==> src/rtl/lsp2d_pkg.sv <==
package lsp2d_pkg;

  // request opcode
  typedef enum logic {
    OP_LOAD = 1'b0,
    OP_EVAL = 1'b1
  } op_t;

  localparam int IDX_W  = 4;      // knot index field
  localparam int CNT_W  = 5;      // knot_count register
  localparam int T_W    = 18;     // t field, signed q2.16
  localparam int TC_W   = 17;     // clamped t, 0..1.0
  localparam int FRAC_W = 16;     // segment fraction
  localparam int T_ONE  = 65536;  // 1.0 in q2.16

endpackage

==> src/rtl/lsp2d_if.sv <==
interface lsp2d_in_if #(
  parameter int COORD_WIDTH = 24
);
  import lsp2d_pkg::*;

  logic                          valid;
  logic                          ready;
  op_t                           op;
  logic [IDX_W-1:0]              knot_index;
  logic signed [COORD_WIDTH-1:0] knot_x;
  logic signed [COORD_WIDTH-1:0] knot_y;
  logic signed [T_W-1:0]         t;

  modport source (output valid, op, knot_index, knot_x, knot_y, t, input ready);
  modport sink   (input valid, op, knot_index, knot_x, knot_y, t, output ready);
endinterface

interface lsp2d_out_if #(
  parameter int COORD_WIDTH = 24
);
  logic                          valid;
  logic                          ready;
  logic signed [COORD_WIDTH-1:0] x;
  logic signed [COORD_WIDTH-1:0] y;

  modport source (output valid, x, y, input ready);
  modport sink   (input valid, x, y, output ready);
endinterface

==> src/rtl/lsp2d_ram.sv <==
module lsp2d_ram #(
  parameter int WIDTH = 48,
  parameter int DEPTH = 16,
  localparam int AW = $clog2(DEPTH)
) (
  input  logic             clk,
  input  logic             we,
  input  logic [AW-1:0]    waddr,
  input  logic [WIDTH-1:0] wdata,
  input  logic             re,
  input  logic [AW-1:0]    raddr_a,
  input  logic [AW-1:0]    raddr_b,
  output logic [WIDTH-1:0] rdata_a,
  output logic [WIDTH-1:0] rdata_b
);

  logic [WIDTH-1:0] mem [DEPTH];

  always_ff @(posedge clk) begin
    if (we) begin
      mem[waddr] <= wdata;
    end
    if (re) begin
      rdata_a <= mem[raddr_a];
      rdata_b <= mem[raddr_b];
    end
  end

endmodule

==> src/rtl/linear_spline_2d_eval.sv <==
// 2d piecewise-linear spline over evenly spaced knots in t = 0..1. A load request
// (op = OP_LOAD) writes knot_x/knot_y into table entry knot_index and gives no result;
// indexes at or beyond MAX_KNOTS are dropped. An evaluate request (op = OP_EVAL) clamps
// t (signed q2.16) to 0..1.0, scales it by knot_count - 1, and returns x/y interpolated
// between the two neighboring knots, with the fractional product rounded toward minus
// infinity; t = 1.0 or a single knot returns the last knot exactly. knot_count is
// taken as 1 when written 0 and saturates at MAX_KNOTS; change it only while the block
// is empty. Evaluating a knot that was never loaded returns undefined data. The block
// takes one request per clock while out_chan.ready does not stall a full pipe; the
// six register stages (clamp, scale multiply, table read, difference, fraction
// multiply, add) each stall only when everything ahead of them is full, and loads
// update the table in request order with respect to evaluations.
module linear_spline_2d_eval #(
  parameter int MAX_KNOTS   = 16,
  parameter int COORD_WIDTH = 24
) (
  input  logic                         clk,
  input  logic                         rst_n,
  input  logic                         cfg_we,
  input  logic [lsp2d_pkg::CNT_W-1:0]  cfg_wdata,
  lsp2d_in_if.sink                     in_chan,
  lsp2d_out_if.source                  out_chan
);
  import lsp2d_pkg::*;

  localparam int AW = $clog2(MAX_KNOTS);       // table address
  localparam int PW = TC_W + AW;               // scaled t
  localparam int DW = COORD_WIDTH + 1;         // knot difference
  localparam int MW = DW + FRAC_W + 1;         // difference times fraction
  localparam int CW = COORD_WIDTH;

  // configuration
  logic [CNT_W-1:0] knot_count_r;
  logic [AW-1:0]    nm1;  // knots in use minus one, after clamping

  always_ff @(posedge clk) begin
    if (!rst_n) begin
      knot_count_r <= CNT_W'(1);
    end else if (cfg_we) begin
      knot_count_r <= cfg_wdata;
    end
  end

  always_comb begin
    if (knot_count_r == '0) begin
      nm1 = '0;
    end else if (32'(knot_count_r) > 32'(MAX_KNOTS)) begin
      nm1 = AW'(MAX_KNOTS - 1);
    end else begin
      nm1 = AW'(knot_count_r - CNT_W'(1));
    end
  end

  // stage valids and the ready chain, output end backwards
  logic v1_r, v2_r, v3_r, v4_r, v5_r, v6_r;
  logic rdy1, rdy2, rdy3, rdy4, rdy5, rdy6;

  assign rdy6 = !v6_r || out_chan.ready;
  assign rdy5 = !v5_r || rdy6;
  assign rdy4 = !v4_r || rdy5;
  assign rdy3 = !v3_r || rdy4;
  assign rdy2 = !v2_r || rdy3;
  assign rdy1 = !v1_r || rdy2;
  assign in_chan.ready = rdy1;

  // stage 1: capture, clamp t, qualify the load index
  logic [TC_W-1:0]      t_nxt;
  logic                 wr_ok_nxt;
  logic [TC_W-1:0]      t1_r;
  op_t                  op1_r;
  logic                 wr_ok1_r;
  logic [AW-1:0]        widx1_r;
  logic [2*CW-1:0]      wdata1_r;

  always_comb begin
    if (in_chan.t[T_W-1]) begin
      t_nxt = '0;
    end else if (in_chan.t[TC_W-1:0] > TC_W'(T_ONE)) begin
      t_nxt = TC_W'(T_ONE);
    end else begin
      t_nxt = in_chan.t[TC_W-1:0];
    end
    wr_ok_nxt = (in_chan.op == OP_LOAD) &&
                (32'(in_chan.knot_index) < 32'(MAX_KNOTS));
  end

  // stage 2: t scaled by the segment count
  op_t             op2_r;
  logic            wr_ok2_r;
  logic [AW-1:0]   widx2_r;
  logic [2*CW-1:0] wdata2_r;
  logic [PW-1:0]   prod2_r;

  // segment decode feeding the table read
  logic [AW-1:0]     seg;
  logic              at_end;
  logic [AW-1:0]     rd_addr_a;
  logic [AW-1:0]     rd_addr_b;
  logic [FRAC_W-1:0] frac_nxt;
  logic              ram_we;

  always_comb begin
    seg    = prod2_r[FRAC_W +: AW];
    at_end = (seg >= nm1);
    if (at_end) begin
      // last knot, or the only one: both taps on it and no blend
      rd_addr_a = nm1;
      rd_addr_b = nm1;
      frac_nxt  = '0;
    end else begin
      rd_addr_a = seg;
      rd_addr_b = seg + AW'(1);
      frac_nxt  = prod2_r[FRAC_W-1:0];
    end
  end

  // a load writes the table as it leaves stage 2, so reads stay in request order
  assign ram_we = v2_r && wr_ok2_r && rdy3;

  // stage 3: knot pair from the table
  logic [2*CW-1:0]   rd_a, rd_b;
  logic [FRAC_W-1:0] frac3_r;

  lsp2d_ram #(
    .WIDTH (2 * CW),
    .DEPTH (MAX_KNOTS)
  ) u_knot_ram (
    .clk     (clk),
    .we      (ram_we),
    .waddr   (widx2_r),
    .wdata   (wdata2_r),
    .re      (rdy3),
    .raddr_a (rd_addr_a),
    .raddr_b (rd_addr_b),
    .rdata_a (rd_a),
    .rdata_b (rd_b)
  );

  // stage 4: base knot and difference
  logic signed [CW-1:0] p0x4_r, p0y4_r;
  logic signed [DW-1:0] dx4_r, dy4_r;
  logic [FRAC_W-1:0]    frac4_r;

  // stage 5: difference times fraction
  logic signed [CW-1:0] p0x5_r, p0y5_r;
  logic signed [MW-1:0] mx5_r, my5_r;

  // stage 6: output register
  logic signed [CW-1:0] x6_r, y6_r;

  always_ff @(posedge clk) begin
    if (!rst_n) begin
      v1_r <= 1'b0;
      v2_r <= 1'b0;
      v3_r <= 1'b0;
      v4_r <= 1'b0;
      v5_r <= 1'b0;
      v6_r <= 1'b0;
    end else begin
      if (rdy1) v1_r <= in_chan.valid;
      if (rdy2) v2_r <= v1_r;
      // loads end here
      if (rdy3) v3_r <= v2_r && (op2_r == OP_EVAL);
      if (rdy4) v4_r <= v3_r;
      if (rdy5) v5_r <= v4_r;
      if (rdy6) v6_r <= v5_r;
    end
  end

  always_ff @(posedge clk) begin
    if (rdy1) begin
      t1_r     <= t_nxt;
      op1_r    <= in_chan.op;
      wr_ok1_r <= wr_ok_nxt;
      widx1_r  <= AW'(in_chan.knot_index);
      wdata1_r <= {in_chan.knot_x, in_chan.knot_y};
    end
    if (rdy2) begin
      op2_r    <= op1_r;
      wr_ok2_r <= wr_ok1_r;
      widx2_r  <= widx1_r;
      wdata2_r <= wdata1_r;
      prod2_r  <= PW'(t1_r) * PW'(nm1);
    end
    if (rdy3) begin
      frac3_r <= frac_nxt;
    end
    if (rdy4) begin
      p0x4_r  <= rd_a[2*CW-1:CW];
      p0y4_r  <= rd_a[CW-1:0];
      dx4_r   <= DW'(signed'(rd_b[2*CW-1:CW])) - DW'(signed'(rd_a[2*CW-1:CW]));
      dy4_r   <= DW'(signed'(rd_b[CW-1:0])) - DW'(signed'(rd_a[CW-1:0]));
      frac4_r <= frac3_r;
    end
    if (rdy5) begin
      p0x5_r <= p0x4_r;
      p0y5_r <= p0y4_r;
      mx5_r  <= MW'(dx4_r) * MW'(signed'({1'b0, frac4_r}));
      my5_r  <= MW'(dy4_r) * MW'(signed'({1'b0, frac4_r}));
    end
    if (rdy6) begin
      // arithmetic shift by the fraction width floors toward minus infinity
      x6_r <= p0x5_r + mx5_r[FRAC_W +: CW];
      y6_r <= p0y5_r + my5_r[FRAC_W +: CW];
    end
  end

  assign out_chan.valid = v6_r;
  assign out_chan.x     = x6_r;
  assign out_chan.y     = y6_r;

  // checks
  a_seg_range: assert property (@(posedge clk) disable iff (!rst_n)
    v2_r && (op2_r == OP_EVAL) |-> (rd_addr_b <= nm1) && (rd_addr_a <= rd_addr_b))
    else $error("segment taps outside the knots in use");

  a_single_knot: assert property (@(posedge clk) disable iff (!rst_n)
    v2_r && (op2_r == OP_EVAL) && (nm1 == '0) |->
      (frac_nxt == '0) && (rd_addr_a == '0) && (rd_addr_b == '0))
    else $error("single knot must read entry zero unblended");

  a_stall_hold: assert property (@(posedge clk) disable iff (!rst_n)
    v3_r && !rdy4 |=> v3_r && $stable(frac3_r) && $stable(rd_a) && $stable(rd_b))
    else $error("table read stage changed while stalled");

  a_drain_ready: assert property (@(posedge clk) disable iff (!rst_n)
    !v6_r |-> in_chan.ready)
    else $error("input stalled with the output stage empty");

endmodule

==> src/flat_wrapper.sv <==
// flat-port wrapper written by rule: the top's interface ports become plain ports
module linear_spline_2d_eval_flat import lsp2d_pkg::*;
#(
  parameter int MAX_KNOTS   = 16,
  parameter int COORD_WIDTH = 24
)
  (clk, rst_n, cfg_we, cfg_wdata, in_chan_valid, in_chan_op, in_chan_knot_index, in_chan_knot_x, in_chan_knot_y, in_chan_t, in_chan_ready, out_chan_valid, out_chan_x, out_chan_y, out_chan_ready);
  lsp2d_in_if #(.COORD_WIDTH(COORD_WIDTH)) in_chan_i ();
  lsp2d_out_if #(.COORD_WIDTH(COORD_WIDTH)) out_chan_i ();
  input  logic clk;
  input  logic rst_n;
  input  logic cfg_we;
  input  logic [lsp2d_pkg::CNT_W-1:0] cfg_wdata;
  input wire logic [$bits(in_chan_i.valid)-1:0] in_chan_valid;
  input wire logic [$bits(in_chan_i.op)-1:0] in_chan_op;
  input wire logic [$bits(in_chan_i.knot_index)-1:0] in_chan_knot_index;
  input wire logic [$bits(in_chan_i.knot_x)-1:0] in_chan_knot_x;
  input wire logic [$bits(in_chan_i.knot_y)-1:0] in_chan_knot_y;
  input wire logic [$bits(in_chan_i.t)-1:0] in_chan_t;
  output wire logic [$bits(in_chan_i.ready)-1:0] in_chan_ready;
  output wire logic [$bits(out_chan_i.valid)-1:0] out_chan_valid;
  output wire logic [$bits(out_chan_i.x)-1:0] out_chan_x;
  output wire logic [$bits(out_chan_i.y)-1:0] out_chan_y;
  input wire logic [$bits(out_chan_i.ready)-1:0] out_chan_ready;
  assign in_chan_i.valid = in_chan_valid;
  assign in_chan_i.op = in_chan_op;
  assign in_chan_i.knot_index = in_chan_knot_index;
  assign in_chan_i.knot_x = in_chan_knot_x;
  assign in_chan_i.knot_y = in_chan_knot_y;
  assign in_chan_i.t = in_chan_t;
  assign in_chan_ready = in_chan_i.ready;
  assign out_chan_valid = out_chan_i.valid;
  assign out_chan_x = out_chan_i.x;
  assign out_chan_y = out_chan_i.y;
  assign out_chan_i.ready = out_chan_ready;
  linear_spline_2d_eval #(.MAX_KNOTS(MAX_KNOTS), .COORD_WIDTH(COORD_WIDTH)) u_core (.clk(clk), .rst_n(rst_n), .cfg_we(cfg_we), .cfg_wdata(cfg_wdata), .in_chan(in_chan_i), .out_chan(out_chan_i));
endmodule
==> config.mk <==
export PLATFORM = sky130hd
export DESIGN_NAME = linear_spline_2d_eval_flat
export DESIGN_NICKNAME = d
export VERILOG_FILES = /design/src/rtl/lsp2d_pkg.sv /design/src/rtl/lsp2d_if.sv /design/src/rtl/lsp2d_ram.sv /design/src/rtl/linear_spline_2d_eval.sv /design/src/flat_wrapper.sv
export SDC_FILE = /design/constraint.sdc
export NUM_CORES = 2
export LEC_CHECK = 0
export ABC_CLOCK_PERIOD_IN_PS = 18450
export BUFFER_PORTS_ARGS = -buffer_cell sky130_fd_sc_hd__buf_2
export CAP_MARGIN = 20
export CORE_ASPECT_RATIO = 1.5
export CORE_UTILIZATION = 50
export DETAILED_ROUTE_END_ITERATION = 7
export PLACE_DENSITY = 0.66
export SYNTH_ARGS = -nofsm -noshare
export SYNTH_HDL_FRONTEND = slang
export SYNTH_SLANG_ARGS = --single-unit
==> constraint.sdc <==
create_clock -name clk -period 18.45 [get_ports clk]
set_input_delay 5.535 -clock clk [delete_from_list [all_inputs] [get_ports clk]]
set_output_delay 5.535 -clock clk [all_outputs]
set_load 0.02 [all_outputs]
==> flow_summary.yaml <==
clocking:
  cts_tree: "yes"
  clock_sinks: 1294
  cts_buffer_depth: 3
  cts_root_buf: "clkbuf_16"
  cts_setup_buffers: 0
  numCtsBuffers: 117
  cts.htree.levels: 3
  clkTransAtPathRegs_ns: 0.08
  postCtsHoldBufs: 0
  post_cts_resized: 0
  insertion_delay_ns: 0.77
setup_path:
  path_buf_inv: 2
  slowest_stage: "nor2_1"
  cp.required_ns: 12.91
  endpoint_kind: "output pin"
  cp_max_fo: 52
  cp_slowest_stage_delay_ns: 0.67
  path_delay_family: "simple AND/OR/NAND/NOR gates"
  startpoint_type: "primary input"
  cp_common_cell: "buf_2"
  cp_cell_sequence: "buf_2, nor2b_1, and2_1, nand2_4, nor2_1, nand3_4, buf_2"
  crit_type: "in2out"
  crit_arrival_ns: 7.97
global_routing:
  top_usage_layer: "met2"
  met3_usage_pct: 2.96
  grt_max_degree: 92
  grt_use_met2_pct: 45.2
  track_usage_pct: 24.8
  grt_overflow_total: 0
  grt_pass1_wl_mm: 317
  met1_usage_pct: 29.2
  grt_pass1_vias: 55000
  grt_antenna_before_repair: 3
synthesis:
  ys_ff_latch: 1294
  yosysTopAreaCellShare_pct: 45.5
  async_reset_ff_share_pct: 0
  netlist_top_cells_count: "1283 x edfxtp_1, 995 x inv_1, 792 x nand2_1"
  synth_most_common_cell: "edfxtp_1"
  ys_seq_area_share_pct: 45.7
  yosys_warnings: 0
  synth_edf_count: 1283
  syn_avg_cell_area_um2: 13.4
  synth_cells: 6319
  synth_area_leaders: "edfxtp_1 45%, fa_1 19%, mux4_2 10%, ha_1 4.7%, inv_1 4.4%"
  syn_nets: 7503
  synth_top_area_cell: "edfxtp_1"
  ys_types: 77
  synth_top_flop_cell: "edfxtp_1"
  synth_area_um2: 84700
power:
  p_sw_share_pct: 41.6
  p_int_mw: 8.63
  p_comb_share_pct: 51.2
  p_seq_share_pct: 31.5
  pwr_density_cell_nw_per_um2: 161
  power.static_leakage_nw: 36.9
  peakVddDrop_mv: 0.101
  pwr-share-clk_pct: 17.3
  switching_power_mw: 6.13
flow_run:
  cap_viol_max_count: 0
die:
  dieArea_um2: 171000
  num_io_pins: 131
  die_h_um: 506
  die_x_um: 338
  core_um2: 168000
  start_util_pct: 50.5
  rows: 184
final_layout:
  nFillCells: 13700
  final_util_pct: 54.6
  area_delta_synth_final_pct: 8.18
  drive_above_1_share_pct: 12.9
  multi_input_area_um2: 41100
  fin_cells: 8684
  nNetsFinal: 7539
  seqCellArea_um2: 38700
routing:
  drc: 0
  ant_nets: 0
  drt_iter0_drc: 3670
  viasPerCell: 5.78
  vias: 50200
  first_pass_iters: 6
  postRouteWirelength_mm: 204
  post_drt_wl_per_cell_um: 23.5
place:
  gp_congestion: 0.865
  place_ws_ns: 4.78
  io_buffers: 130
  dp_hpwl_mm: 135
  place_inst: 8467
sta:
  slew_viol_final: 0
  period_share_pct: 73.2
  setup_tns_ns: 0
  setup_viol: 0
  tightest_slew_ns: 1.09
  max_slew_margin_pct: 27.6
  fmax_ghz: 0.0740
  finalHoldViolCount: 0
  skew_ns: 0.0426
  rsz0062_at_grt: "false"
  worst_slack_ns: 4.95
  period_minus_slack_ns: 13.50
outcome:
  status: "completed"
min_path:
  hold_path_class: "reg2reg"
==> worst paths after layout <==
| check | from | to | slack, ns | cells after the start |
|---|---|---|---|---|
| max | out_chan_ready | in_chan_ready | 4.95 | 7 |
| min | u_core.p0y4_r[23] | u_core.p0y5_r[23] | 0.40 | 0 |
| max reg2reg | u_core.frac4_r[11] | u_core.my5_r[37] | 10.50 | 22 |
| min reg2reg | u_core.p0y4_r[23] | u_core.p0y5_r[23] | 0.40 | 0 |
==> per-stage QoR <==
step / total power, mW / cell area (um2) / hold WS (ns)
after floorplan: 9.87 / 84700 / 0.400
after global routing: 15.9 / 91600 / 0.406
after detailed placement: 12.3 / 87600 / 0.405
after CTS: 14.9 / 91600 / 0.396
final: 14.8 / 91600 / 0.403
after global placement: 12.2 / 87600 / 0.400
==> final cells by class <==
type	instances	share of cell area (%)
Multi-Input combinational cell	3735	44.8
Sequential cell	1294	42.3
Inverter	995	4.08
Clock buffer	135	3.29
Tap cell	2232	3.05
Timing Repair Buffer	212	1.44
Clock inverter	79	1.05
Antenna cell	2	0.00546
==> flip-flops by register name (all words and copies together) (netlist names), 25 cells and up <==
signal                     flops
u_core.wdata1_r               48
u_core.wdata2_r               48
u_core.u_knot_ram.rdata_a     48
u_core.dy4_r                  25
u_core.u_knot_ram.rdata_b     48
u_core.u_knot_ram.mem        768
u_core.dx4_r                  25
==> power by group through the flow <==
stage / clock, mW / combinational [mW] / sequential (mW)
finish: 2.55 / 7.56 / 4.65
global route: 2.69 / 8.48 / 4.69
CTS: 2.60 / 7.68 / 4.64
detailed placement: 0 / 7.60 / 4.70
global placement: 0 / 7.51 / 4.70
floorplan: 0 / 5.57 / 4.31
==> layer usage <==
metal | vias to the layer above | routed length, um
met5 | - | 0
met4 | 0 | 8550
met3 | 485 | 11200
met2 | 1700 | 110000
met1 | 26300 | 74200
li1 | 21700 | -
==> cell families after synthesis <==
| group | after synthesis | share of synthesized area [%] |
|---|---|---|
| AOI/OAI and AO/OA | 549 | 4.42 |
| xor gates and xnor gates | 162 | 1.67 |
| adders and majority gates | 1103 | 23.3 |
| buffers and inverters | 1290 | 6.07 |
| DFF | 1294 | 45.7 |
| muxes | 389 | 10.3 |
| and+or+nand+nor | 1532 | 8.56 |
==> placed cells by master (no fill, tap or decap), types with 55 or more instances in the layout <==
cell type and count:
nand2_1 790, inv_1 992, o21ai_0 55, and2_1 460, fa_1 788, a21oi_1 95
buf_4 78, a211oi_1 118, ha_1 315, clkbuf_16 117, buf_2 130, a31oi_1 104
mux4_2 384, xnor2_1 129, edfxtp_1 1283, nor2_1 103
No activity file was read; power rests on OpenSTA's default activity.
